$ cat config.mk
export PLATFORM = sky130hd
export DESIGN_NAME = json_string_unescape_to_utf8
export DESIGN_NICKNAME = d
export VERILOG_FILES = /design/src/sv/jsu_pkg.sv /design/src/sv/jsu_decode.sv /design/src/sv/jsu_outbuf.sv /design/src/sv/json_string_unescape_to_utf8.sv
export SDC_FILE = /design/constraint.sdc
export NUM_CORES = 1
export LEC_CHECK = 0
export ABC_AREA = 1
export BUFFER_PORTS_ARGS = -buffer_cell sky130_fd_sc_hd__buf_2
export CAP_MARGIN = 20
export CORE_UTILIZATION = 42
export CTS_CLUSTER_DIAMETER = 200
export DETAILED_ROUTE_END_ITERATION = 10
export PLACE_DENSITY = 0.62
export RECOVER_POWER = 25
export SLEW_MARGIN = 30
export SYNTH_ARGS = -nofsm -noshare
export SYNTH_HDL_FRONTEND = slang
export SYNTH_SLANG_ARGS = --single-unit
$ cat constraint.sdc
create_clock -name aclk -period 5.59 [get_ports aclk]
set_input_delay 0.8385 -clock aclk [delete_from_list [all_inputs] [get_ports aclk]]
set_output_delay 0.8385 -clock aclk [all_outputs]
set_load 0.03 [all_outputs]
$ cat src/sv/jsu_pkg.sv
// Package for the JSON string unescaper: character codes, result group type
// and the small decode functions used by the decoder.
// No dependencies.
package jsu_pkg;

    localparam logic [7:0] CHAR_BSLASH = 8'h5C;
    localparam logic [7:0] CHAR_U      = 8'h75;

    localparam logic [15:0] SURR_HI_MIN = 16'hD800;
    localparam logic [15:0] SURR_HI_MAX = 16'hDBFF;
    localparam logic [20:0] PLANE_BASE  = 21'h10000;

    localparam int unsigned MAX_EMIT = 6;
    localparam int unsigned CNT_W    = 3;

    typedef struct packed {
        logic [MAX_EMIT-1:0][7:0] data;
        logic [CNT_W-1:0]         count;
        logic                     last;
    } emit_t;

    typedef struct packed {
        logic [2:0][7:0] data;
        logic [1:0]      count;
    } code_t;

    typedef struct packed {
        logic       ok;
        logic [3:0] val;
    } hex_t;

    function automatic hex_t hex_of(input logic [7:0] c);
        hex_t h;
        h.ok  = 1'b1;
        h.val = 4'h0;
        if (c >= 8'h30 && c <= 8'h39) begin
            h.val = 4'(c - 8'h30);
        end else if (c >= 8'h61 && c <= 8'h66) begin
            h.val = 4'(c - 8'h57);
        end else if (c >= 8'h41 && c <= 8'h46) begin
            h.val = 4'(c - 8'h37);
        end else begin
            h.ok = 1'b0;
        end
        return h;
    endfunction

    function automatic logic [7:0] simple_escape(input logic [7:0] c);
        logic [7:0] r;
        case (c)
            8'h62:   r = 8'h08;
            8'h66:   r = 8'h0C;
            8'h6E:   r = 8'h0A;
            8'h72:   r = 8'h0D;
            8'h74:   r = 8'h09;
            default: r = c;
        endcase
        return r;
    endfunction

    function automatic code_t put_code(input logic [15:0] cp);
        code_t r;
        r.data = '0;
        if (cp < 16'h0080) begin
            r.data[0] = cp[7:0];
            r.count   = 2'd1;
        end else if (cp < 16'h0800) begin
            r.data[0] = {3'b110, cp[10:6]};
            r.data[1] = {2'b10, cp[5:0]};
            r.count   = 2'd2;
        end else begin
            r.data[0] = {4'b1110, cp[15:12]};
            r.data[1] = {2'b10, cp[11:6]};
            r.data[2] = {2'b10, cp[5:0]};
            r.count   = 2'd3;
        end
        return r;
    endfunction

endpackage

$ cat src/sv/jsu_decode.sv
// Escape decoder: the decode state registers and the logic that turns one
// registered character into up to six result bytes. Depends on jsu_pkg.
module jsu_decode (
    input  logic          aclk,
    input  logic          aresetn,
    input  logic          i_valid,
    input  logic [7:0]    i_byte,
    input  logic          i_last,
    output jsu_pkg::emit_t o_emit
);
    import jsu_pkg::*;

    typedef enum logic [3:0] {
        ST_EMPTY = 4'b0001,
        ST_BS    = 4'b0010,
        ST_U     = 4'b0100,
        ST_HI    = 4'b1000
    } dec_state_t;

    dec_state_t      state_reg, state_next;
    logic [2:0]      cnt_reg, cnt_next;
    logic [2:0][7:0] dig_reg, dig_next;
    logic [15:0]     hi_reg, hi_next;

    function automatic code_t tail_decode(input logic [2:0][7:0] t, input logic [1:0] m);
        code_t      r;
        logic [2:0] i;
        logic [1:0] n;
        r.data = '0;
        i = 3'd0;
        n = 2'd0;
        for (int s = 0; s < 3; s++) begin
            if (i < {1'b0, m}) begin
                if (t[i[1:0]] != CHAR_BSLASH) begin
                    r.data[n] = t[i[1:0]];
                    n = n + 2'd1;
                    i = i + 3'd1;
                end else if (i + 3'd1 == {1'b0, m}) begin
                    r.data[n] = CHAR_BSLASH;
                    n = n + 2'd1;
                    i = 3'd4;
                end else if (t[2'(i + 3'd1)] != CHAR_U) begin
                    r.data[n] = simple_escape(t[2'(i + 3'd1)]);
                    n = n + 2'd1;
                    i = i + 3'd2;
                end else begin
                    i = i + 3'd2;
                end
            end
        end
        r.count = n;
        return r;
    endfunction

    hex_t        hb;
    hex_t [2:0]  hd;
    logic [15:0] code_val;
    logic        code_ok;
    logic        fail;
    logic        pair;
    logic        prefix;
    dec_state_t  eff_state;
    logic [1:0]  eff_d;

    code_t       base_code;
    dec_state_t  base_state;
    logic [2:0]  base_cnt;
    logic        base_store;
    logic        base_hi_load;
    logic [2:0][7:0] tail_chars;
    code_t       hi_code;
    logic [20:0] full;

    always_comb begin
        hb = hex_of(i_byte);
        for (int j = 0; j < 3; j++) begin
            hd[j] = hex_of(dig_reg[j]);
        end
        code_val = {hd[0].val, hd[1].val, hd[2].val, hb.val};
        code_ok  = hd[0].ok && hd[1].ok && hd[2].ok && hb.ok;
        full = PLANE_BASE + {1'b0, hi_reg[9:0], hd[1].val[1:0], hd[2].val, hb.val};
        hi_code = put_code(hi_reg);
        case (cnt_reg)
            3'd0:    fail = (i_byte != CHAR_BSLASH);
            3'd1:    fail = (i_byte != CHAR_U);
            3'd2:    fail = !(hb.ok && hb.val == 4'hD);
            3'd3:    fail = !(hb.ok && hb.val >= 4'hC);
            default: fail = !hb.ok;
        endcase
    end

    always_comb begin
        if (state_reg == ST_HI) begin
            if (cnt_reg == 3'd0) begin
                eff_state = ST_EMPTY;
                eff_d     = 2'd0;
            end else if (cnt_reg == 3'd1) begin
                eff_state = ST_BS;
                eff_d     = 2'd0;
            end else begin
                eff_state = ST_U;
                eff_d     = 2'(cnt_reg - 3'd2);
            end
        end else begin
            eff_state = state_reg;
            eff_d     = cnt_reg[1:0];
        end
    end

    always_comb begin
        for (int j = 0; j < 3; j++) begin
            tail_chars[j] = (2'(j) < eff_d) ? dig_reg[j] : i_byte;
        end
        base_code       = '0;
        base_state      = ST_EMPTY;
        base_cnt        = 3'd0;
        base_store      = 1'b0;
        base_hi_load    = 1'b0;
        unique case (eff_state)
            ST_EMPTY: begin
                if (i_byte != CHAR_BSLASH) begin
                    base_code.data[0] = i_byte;
                    base_code.count   = 2'd1;
                end else if (i_last) begin
                    base_code.data[0] = CHAR_BSLASH;
                    base_code.count   = 2'd1;
                end else begin
                    base_state = ST_BS;
                end
            end
            ST_BS: begin
                if (i_byte != CHAR_U) begin
                    base_code.data[0] = simple_escape(i_byte);
                    base_code.count   = 2'd1;
                end else if (!i_last) begin
                    base_state = ST_U;
                end
            end
            ST_U: begin
                if (eff_d != 2'd3) begin
                    if (i_last) begin
                        base_code = tail_decode(tail_chars, 2'(eff_d + 2'd1));
                    end else begin
                        base_store = 1'b1;
                        base_state = ST_U;
                        base_cnt   = {1'b0, eff_d} + 3'd1;
                    end
                end else if (code_ok) begin
                    if (code_val >= SURR_HI_MIN && code_val <= SURR_HI_MAX && !i_last) begin
                        base_hi_load = 1'b1;
                        base_state   = ST_HI;
                    end else begin
                        base_code = put_code(code_val);
                    end
                end
            end
            default: begin
                base_state = ST_EMPTY;
            end
        endcase
    end

    always_comb begin
        state_next   = state_reg;
        cnt_next     = cnt_reg;
        dig_next     = dig_reg;
        hi_next      = hi_reg;
        o_emit       = '0;
        o_emit.last  = i_last;
        pair         = (state_reg == ST_HI) && (cnt_reg == 3'd5) && !fail;
        prefix       = (state_reg == ST_HI) && !pair && (fail || i_last);
        if (pair) begin
            state_next     = ST_EMPTY;
            cnt_next       = 3'd0;
            o_emit.data[0] = {5'b11110, full[20:18]};
            o_emit.data[1] = {2'b10, full[17:12]};
            o_emit.data[2] = {2'b10, full[11:6]};
            o_emit.data[3] = {2'b10, full[5:0]};
            o_emit.count   = 3'd4;
        end else if (state_reg == ST_HI && !prefix) begin
            cnt_next = cnt_reg + 3'd1;
            if (cnt_reg >= 3'd2) begin
                dig_next[2'(cnt_reg - 3'd2)] = i_byte;
            end
        end else begin
            state_next = base_state;
            cnt_next   = base_cnt;
            if (base_store) begin
                dig_next[eff_d] = i_byte;
            end
            if (base_hi_load) begin
                hi_next = code_val;
            end
            if (prefix) begin
                o_emit.data[2:0] = hi_code.data;
                o_emit.data[5:3] = base_code.data;
                o_emit.count     = 3'd3 + {1'b0, base_code.count};
            end else begin
                o_emit.data[2:0] = base_code.data;
                o_emit.count     = {1'b0, base_code.count};
            end
        end
    end

    always_ff @(posedge aclk) begin
        if (!aresetn) begin
            state_reg <= ST_EMPTY;
            cnt_reg   <= 3'd0;
        end else if (i_valid) begin
            state_reg <= state_next;
            cnt_reg   <= cnt_next;
        end
    end

    always_ff @(posedge aclk) begin
        if (i_valid) begin
            dig_reg <= dig_next;
            hi_reg  <= hi_next;
        end
    end

endmodule

$ cat src/sv/jsu_outbuf.sv
// Result buffer: holds the bytes decoded from one character and sends them
// out on the master stream, one per cycle while m_tready is high. Depends on jsu_pkg.
module jsu_outbuf (
    input  logic           aclk,
    input  logic           aresetn,
    input  logic           load,
    input  jsu_pkg::emit_t emit_i,
    output logic           free,
    output logic           m_tvalid,
    input  logic           m_tready,
    output logic [7:0]     m_tdata,   // out_byte
    output logic           m_tlast,
    output logic [0:0]     m_tuser    // string_end
);
    import jsu_pkg::*;

    logic [MAX_EMIT-1:0][7:0] data_reg, data_next;
    logic [CNT_W-1:0]         cnt_reg, cnt_next;
    logic                     end_reg, end_next;
    logic                     pop;

    assign pop      = m_tvalid && m_tready;
    assign free     = (cnt_reg == '0) || (cnt_reg == CNT_W'(1) && m_tready);
    assign m_tvalid = (cnt_reg != '0);
    assign m_tdata  = data_reg[0];
    assign m_tlast  = (cnt_reg == CNT_W'(1));
    assign m_tuser  = end_reg;

    always_comb begin
        data_next = data_reg;
        cnt_next  = cnt_reg;
        end_next  = end_reg;
        if (load) begin
            data_next = emit_i.data;
            cnt_next  = emit_i.count;
            end_next  = emit_i.last;
        end else if (pop) begin
            data_next = data_reg >> 8;
            cnt_next  = cnt_reg - CNT_W'(1);
        end
    end

    always_ff @(posedge aclk) begin
        if (!aresetn) begin
            cnt_reg <= '0;
        end else begin
            cnt_reg <= cnt_next;
        end
    end

    always_ff @(posedge aclk) begin
        data_reg <= data_next;
        end_reg  <= end_next;
    end

endmodule

$ cat src/sv/json_string_unescape_to_utf8.sv
// Top level of the JSON string unescaper: input register, escape decoder
// and result buffer. Depends on jsu_pkg, jsu_decode and jsu_outbuf.
//
// The slave stream carries one raw character of an escaped JSON string body
// per request in s_tdata, with s_tlast high on the final character. The
// master stream returns the decoded bytes (UTF-8 for unicode escapes), one
// per request; m_tlast marks the final byte caused by one input character
// and m_tuser is high on bytes caused by the final character of a string.
// A character is taken into an input register, decoded from there and
// loaded into the result buffer once that buffer is free; its bytes then
// appear on the master side from the result buffer. A character that
// yields several bytes holds the result buffer until its last byte is
// taken, and the next character is loaded as that last byte leaves.
// When the receiver stalls, the result buffer holds and one further
// character waits in the input register. Reset empties both and returns
// the decoder to plain text.
module json_string_unescape_to_utf8 (
    input  logic       aclk,
    input  logic       aresetn,
    input  logic       s_tvalid,
    output logic       s_tready,
    input  logic [7:0] s_tdata,   // in_byte
    input  logic       s_tlast,
    output logic       m_tvalid,
    input  logic       m_tready,
    output logic [7:0] m_tdata,   // out_byte
    output logic       m_tlast,
    output logic [0:0] m_tuser    // string_end
);
    import jsu_pkg::*;

    logic       in_valid_reg, in_valid_next;
    logic [7:0] in_byte_reg;
    logic       in_last_reg;
    logic       free;
    logic       advance;
    logic       accept;
    emit_t      emit;

    assign advance  = in_valid_reg && free;
    assign s_tready = !in_valid_reg || free;
    assign accept   = s_tvalid && s_tready;

    always_comb begin
        in_valid_next = in_valid_reg;
        if (accept) begin
            in_valid_next = 1'b1;
        end else if (advance) begin
            in_valid_next = 1'b0;
        end
    end

    always_ff @(posedge aclk) begin
        if (!aresetn) begin
            in_valid_reg <= 1'b0;
        end else begin
            in_valid_reg <= in_valid_next;
        end
    end

    always_ff @(posedge aclk) begin
        if (accept) begin
            in_byte_reg <= s_tdata;
            in_last_reg <= s_tlast;
        end
    end

    jsu_decode u_decode (
        .aclk    (aclk),
        .aresetn (aresetn),
        .i_valid (advance),
        .i_byte  (in_byte_reg),
        .i_last  (in_last_reg),
        .o_emit  (emit)
    );

    jsu_outbuf u_outbuf (
        .aclk     (aclk),
        .aresetn  (aresetn),
        .load     (advance),
        .emit_i   (emit),
        .free     (free),
        .m_tvalid (m_tvalid),
        .m_tready (m_tready),
        .m_tdata  (m_tdata),
        .m_tlast  (m_tlast),
        .m_tuser  (m_tuser)
    );

endmodule
==> run summary, run 1 <==
Combined global-route utilization of all metal layers -> 32.3%
Required time of the worst setup path -> 5790 ps
Hold Path Stages -> 2
Number of flip-flops in the largest register -> 40
Async SR Flop Fraction -> 0%
CTS clk-pin slew, worst paths -> 80 ps
Area of the mapped netlist -> 10700 sq um
Latest clock arrival within the worst-skew pair -> 370 ps
Final net count -> 1845
Cell type with the largest total area after synthesis -> edfxtp_1
Most repeated cell in the gate-level netlist after synthesis -> nand2_1
Cells after synthesis -> 1637
Dominant synthesized flop cell -> edfxtp_1
Startpoint class of the critical path -> flop
# H-tree levels -> 3
Post-synth EDFFs -> 98
Final routed wire length divided by cell count -> 20.0 microns
Final cell area excluding filler cells -> 13200 sq um
Kind of capture point of the worst setup path -> flop
Min cycle time layout -> 5550 ps
Via density -> 5.72
Number of sinks driven by the clock tree -> 109
Relative area change from synthesis to final layout -> 23.9%
Clock Skew -> 15.0 ps
Largest net degree at the start of global routing -> 45
Vias post-DR -> 12100
Residual DRC -> 0
Number of top-level pins -> 25
Synthesized netlist net count -> 1690
Violations in the final reports -> capacitance limit, slew limit
Worst hold path type -> flop to flop
Sequential standard cell area -> 3170 sq um
Tightest Pin Transition -> 2420 ps
Power density over the cells -> 247 nW/um^2
Residual overflow from global routing -> 0
Initial Util -> 43.4%
Final weighted congestion of routability-driven global placement -> 1.01
Post-detail-place hpwl -> 33200 microns
Critical Setup Path Class -> flop to flop
Clock buffer depth -> 2
Worst supply voltage drop on vdd -> 0.000380 V
Final wirelength -> 42400 microns
Max Cap Viol -> 1
Synth cell count leaders -> nand2_1, nor2_1, inv_1, nand3_1, a21oi_1
Die area -> 26100 sq um
Clock Root Buffer -> clkbuf_16
Yosys cell types -> 66
Combined area of the multi-input logic cells -> 7050 sq um
Maximum clock rate -> 180 MHz
First DRT Iteration DRCs -> 1307
Number of clock buffers inserted by TritonCTS -> 9
First-pass GRT wire length -> 64300 microns
Port Buffer Count -> 24
Largest fanout of any net on the critical path -> 7
Area of the placeable core -> 24600 sq um
TritonCTS clock tree -> built
Path depth of the worst reg2reg path -> 44
Area fraction of the dominant cell type after synthesis -> 27.6%
Vias in the first global route -> 11400
Fraction of layout instances using a drive strength above 1 -> 24.9%
CP max-delay cell -> dfxtp_2
Setup TNS Final -> 0 ps
Height of the die -> 161 microns
Slew headroom -> -61.5%
Total placed instance area -> 12000 sq um
# setup viols final -> 0
Final slew viol count -> 45
Arrival time reported for the critical path endpoint -> 5760 ps
Final number of hold-violating endpoints -> 0
Row cnt -> 57
Horizontal extent of the die -> 161 microns
RSZ-0062 raised after global routing -> yes
Fraction of the yosys area taken by sequential cells -> 29.6%
Number of warnings printed during yosys synthesis -> 0
Leak Pwr -> 5.94 nW
Highest cell delay on the worst timing path -> 350 ps
Total iterations of the first detailed-routing run -> 8
Post-synthesis sequential element count -> 109
Number of filler instances in the final layout -> 2433
Antenna violations before repair -> 0
Run status -> finished with violations
Remaining antenna violation count -> 0
Area contributors post-synth -> edfxtp_1, nand2_1, nor2_1, nand3_1, inv_1
Mean area per synthesized cell -> 6.52 sq um
Final period util -> 99.4%
Util after Layout -> 53.8%
Final Total Pwr -> 3.27 mW
Antenna Cells -> 0
[routing by layer]
layer  track usage [%]  wire length [microns]  up-vias
li1                  -                      -     5795
met1              40.8                  17100     5587
met2              53.0                  19200      601
met3              4.62                   3400      159
met4              17.8                   2610        0
met5                 0                      0        -
[logic make-up (layout without fill, tap and decap cells)]
kind of cell	count (synthesis)	after routing	share of synthesized area (%)
AO/OA/AOI/OAI	350	350	18.7
XOR/XNOR	8	8	0.656
adder cells (fa/ha/maj)	40	40	4.69
buffers and inverters	259	419	10.5
flip-flops	109	109	29.6
multiplexers	1	1	0.0938
AND/OR/NAND/NOR	870	870	35.7
[stage by stage]
step	worst slack, ps	hold slack (ps)	std cells
floorplan	-32.6	468	1637
global placement	-16.7	500	2075
detailed placement	-99.3	505	2075
CTS	8.22	516	2092
global route	-205	549	2121
finish	35.5	512	2121
[worst paths after layout]
| kind | startpoint | endpoint | slack (ps) |
|---|---|---|---|
| worst max register to register | u_decode.cnt_reg[1] | u_outbuf.data_reg[11] | 40 |
| worst min register to register | u_outbuf.cnt_reg[2] | u_outbuf.cnt_reg[2] | 510 |
| worst max-delay path | u_decode.cnt_reg[1] | u_outbuf.data_reg[11] | 40 |
| worst min-delay path | u_outbuf.cnt_reg[2] | u_outbuf.cnt_reg[2] | 510 |
[power by group]
group / total (mW) / switching, mW / internal, mW
Clock: 0.639 / 0.326 / 0.313
Sequential: 1.32 / 0.0828 / 1.24
Combinational: 1.31 / 0.899 / 0.416
[final cells by class]
cell class | instances | share of cell area (%)
multi-input cells | 1269 | 53.3
flip-flops and latches | 109 | 24.0
repair buffers | 204 | 11.6
inverters | 199 | 5.89
well taps | 324 | 3.06
clock buffers | 10 | 1.73
clock inverters | 6 | 0.426
[layout by cell type, fill, tap and decap left out, types with 9 or more instances in the layout]
cell / synthesis / routed
a21oi_1: 118 / 104
a21oi_2: 4 / 17
a22oi_1: 9 / 9
buf_2: 10 / 15
buf_4: 10 / 163
buf_6: 9 / 12
clkbuf_1: 28 / 12
clkbuf_16: 0 / 10
edfxtp_1: 98 / 98
ha_1: 40 / 30
ha_4: 0 / 9
inv_1: 166 / 154
inv_2: 26 / 29
inv_4: 3 / 10
nand2_1: 448 / 391
nand2_2: 31 / 79
nand2_4: 5 / 12
nand3_1: 125 / 102
nand3_2: 1 / 22
nand4_1: 16 / 16
nor2_1: 180 / 167
nor2_2: 8 / 11
nor2_4: 7 / 17
nor3_1: 24 / 23
nor4_1: 13 / 13
o211ai_1: 17 / 17
o21ai_0: 111 / 104
o21ai_1: 32 / 32
[critical path, delay by kind of cell (launching register included)]
kind            cells  cell delay, ps
buf+inv            11            1020
xor+xnor            1             130
simple gates       24            2070
flops               1             350
compound gates      4             820
fa+ha+maj           4             970
[what timing repair did]
action	CTS	global route
endpoints found under the setup margin	18	50
pin swaps	2	71
hold buffers	0	0
cloned	0	1
setup buffers	1	29
gates resized for setup	9	181
Power figures use the tool's default switching activity.
==> run 2, diff against run 1 <==
--- a/config.mk
+++ b/config.mk
@@ -11,4 +11,6 @@
 export CORE_UTILIZATION = 42
+export CTS_BUF_LIST = sky130_fd_sc_hd__clkbuf_8
 export CTS_CLUSTER_DIAMETER = 200
 export DETAILED_ROUTE_END_ITERATION = 10
+export HOLD_SLACK_MARGIN = 0.06
 export PLACE_DENSITY = 0.62
--- a/constraint.sdc
+++ b/constraint.sdc
@@ -3,2 +3,2 @@
 set_output_delay 0.8385 -clock aclk [all_outputs]
-set_load 0.03 [all_outputs]
+set_load 0.05 [all_outputs]
==> run 2 against run 1 <==
Net effect:
- the run still ends with capacitance limit, slew limit left
- first-iteration DRC count shrank 4.8%
- sequential power is essentially flat
- via count grew 0.16%
- critical endpoint unchanged
- count of clock-buffer cells in the layout shrank 1
- register-to-register slack gained 40 ps
==> run summary, run 2 (synthesis results as in run 1) <==
Startpoint class of the critical path -> flop
Maximum clock rate -> 181 MHz
Worst hold path type -> flop to flop
Final period util -> 98.7%
Switch Pwr -> 1.36 mW
Height of the die -> 161 microns
Row cnt -> 57
Number of flip-flops in the largest register -> 40
Sequential group share of total power -> 41.5%
Number of top-level pins -> 25
First-pass GRT wire length -> 64300 microns
Combined global-route utilization of all metal layers -> 32.3%
Number of clock buffers inserted by TritonCTS -> 9
Total iterations of the first detailed-routing run -> 8
Required time of the worst setup path -> 5850 ps
Antenna violations before repair -> 0
CP max-delay cell -> dfxtp_2
Final routed wire length divided by cell count -> 20.0 microns
Pre-CTS setup slack -> -99.3 ps
Vias post-DR -> 12200
Min cycle time layout -> 5520 ps
Final weighted congestion of routability-driven global placement -> 1.01
Most common cell after layout, fill and taps aside -> nand2_1
Tightest Pin Transition -> 2440 ps
Worst supply voltage drop on vdd -> 0.000389 V
Number of sinks driven by the clock tree -> 109
Arrival time reported for the critical path endpoint -> 5780 ps
Remaining antenna violation count -> 0
Slew headroom -> -62.7%
Kind of capture point of the worst setup path -> flop
Antenna Cells -> 0
Residual DRC -> 0
Latest clock arrival within the worst-skew pair -> 410 ps
# setup viols final -> 0
Final Total Pwr -> 3.18 mW
Post-detail-place hpwl -> 33200 microns
First DRT Iteration DRCs -> 1244
Leading cell types in the layout, fill and taps excluded -> nand2_1, nor2_1, buf_4
CTS Hold Bufs -> 0
Combinational group share of total power -> 43.4%
Part of the total power dissipated in the clock network -> 15.1%
CTS clk-pin slew, worst paths -> 120 ps
Vias in the first global route -> 11400
Die area -> 26100 sq um
Initial Util -> 43.4%
Final number of hold-violating endpoints -> 0
Worst-case setup margin in the final layout -> 72.2 ps
Final net count -> 1842
Final wirelength -> 42400 microns
Critical Setup Path Class -> flop to flop
Residual overflow from global routing -> 0
Fraction of layout instances using a drive strength above 1 -> 24.4%
Via density -> 5.74
CP most frequent cell -> nand2_4
Clock Skew -> 21.5 ps
Largest fanout of any net on the critical path -> 7
RSZ-0062 raised after global routing -> yes
Final slew viol count -> 45
Port Buffer Count -> 24
Leak Pwr -> 5.87 nW
Highest cell delay on the worst timing path -> 360 ps
Switching Share -> 42.8%
Cell internal power dissipation -> 1.82 mW
Largest net degree at the start of global routing -> 45
Run status -> finished with violations
Util after Layout -> 53.1%
Relative area change from synthesis to final layout -> 22.3%
Clock buffer depth -> 2
Worst hold margin -> 517 ps
Max Cap Viol -> 1
# H-tree levels -> 3
Horizontal extent of the die -> 161 microns
Violations in the final reports -> capacitance limit, slew limit
TritonCTS clock tree -> built
Clock Root Buffer -> clkbuf_8
Area of the placeable core -> 24600 sq um
Power density over the cells -> 243 nW/um^2
-- run 2: final timing paths --
kind	cells past startpoint	slack, ps	from	end
worst max-delay path	43	70	u_decode.cnt_reg[1]	u_outbuf.data_reg[11]
worst min-delay path	2	520	u_outbuf.cnt_reg[2]	u_outbuf.cnt_reg[2]
worst min register to register	2	520	u_outbuf.cnt_reg[2]	u_outbuf.cnt_reg[2]
worst max register to register	43	70	u_decode.cnt_reg[1]	u_outbuf.data_reg[11]
-- run 2: worst max-delay path: cells and delay by family, from the launching register on --
kind	cells	cell delay, ps
XOR/XNOR	1	130
adder cells (fa/ha/maj)	4	960
flip-flops	1	360
AND/OR/NAND/NOR	24	2190
buffers and inverters	10	910
AO/OA/AOI/OAI	4	830
-- run 2: repair_timing --
item,4_1_cts,5_1_grt
gates resized for setup,10,170
setup buffers,2,25
pin swaps,2,63
endpoints found under the hold margin,0,0
setup endpoints to repair,21,51
-- run 2: through the flow --
step / setup TNS (ps) / instance area, sq um / instances
detailed placement: -388 / 12000 / 2075
finish: 0 / 13100 / 2118
global placement: -16.7 / 12000 / 2075
global route: -4080 / 13100 / 2118
CTS: 0 / 12300 / 2093
floorplan: -32.7 / 10700 / 1637
-- run 2: layout make-up --
class                           instances  area [sq um]
Clock buffer                            9           124
Clock inverter                          7          60.1
Fill cell                            2461         11600
Inverter                              199           773
Multi-Input combinational cell       1269          7030
Sequential cell                       109          3170
Tap cell                              324           405
Timing Repair Buffer                  201          1490
-- run 2: layer usage --
| layer | share of wire (%) | GRT usage (%) | up-vias | wire length, microns |
|---|---|---|---|---|
| li1 | - | - | 5789 | - |
| met1 | 41 | 40.8 | 5619 | 17200 |
| met2 | 46 | 53.8 | 600 | 19600 |
| met3 | 7.7 | 4.42 | 153 | 3270 |
| met4 | 5.3 | 16.3 | 0 | 2260 |
| met5 | 0 | 0 | - | 0 |
-- run 2: power by group through the flow --
stage / logic, mW / registers [mW] / clock network [mW]
after floorplan: 0.897 / 1.30 / 0
after global placement: 1.29 / 1.32 / 0
after detailed placement: 1.30 / 1.32 / 0
after CTS: 1.30 / 1.30 / 0.483
after global routing: 1.49 / 1.34 / 0.508
final: 1.38 / 1.32 / 0.480
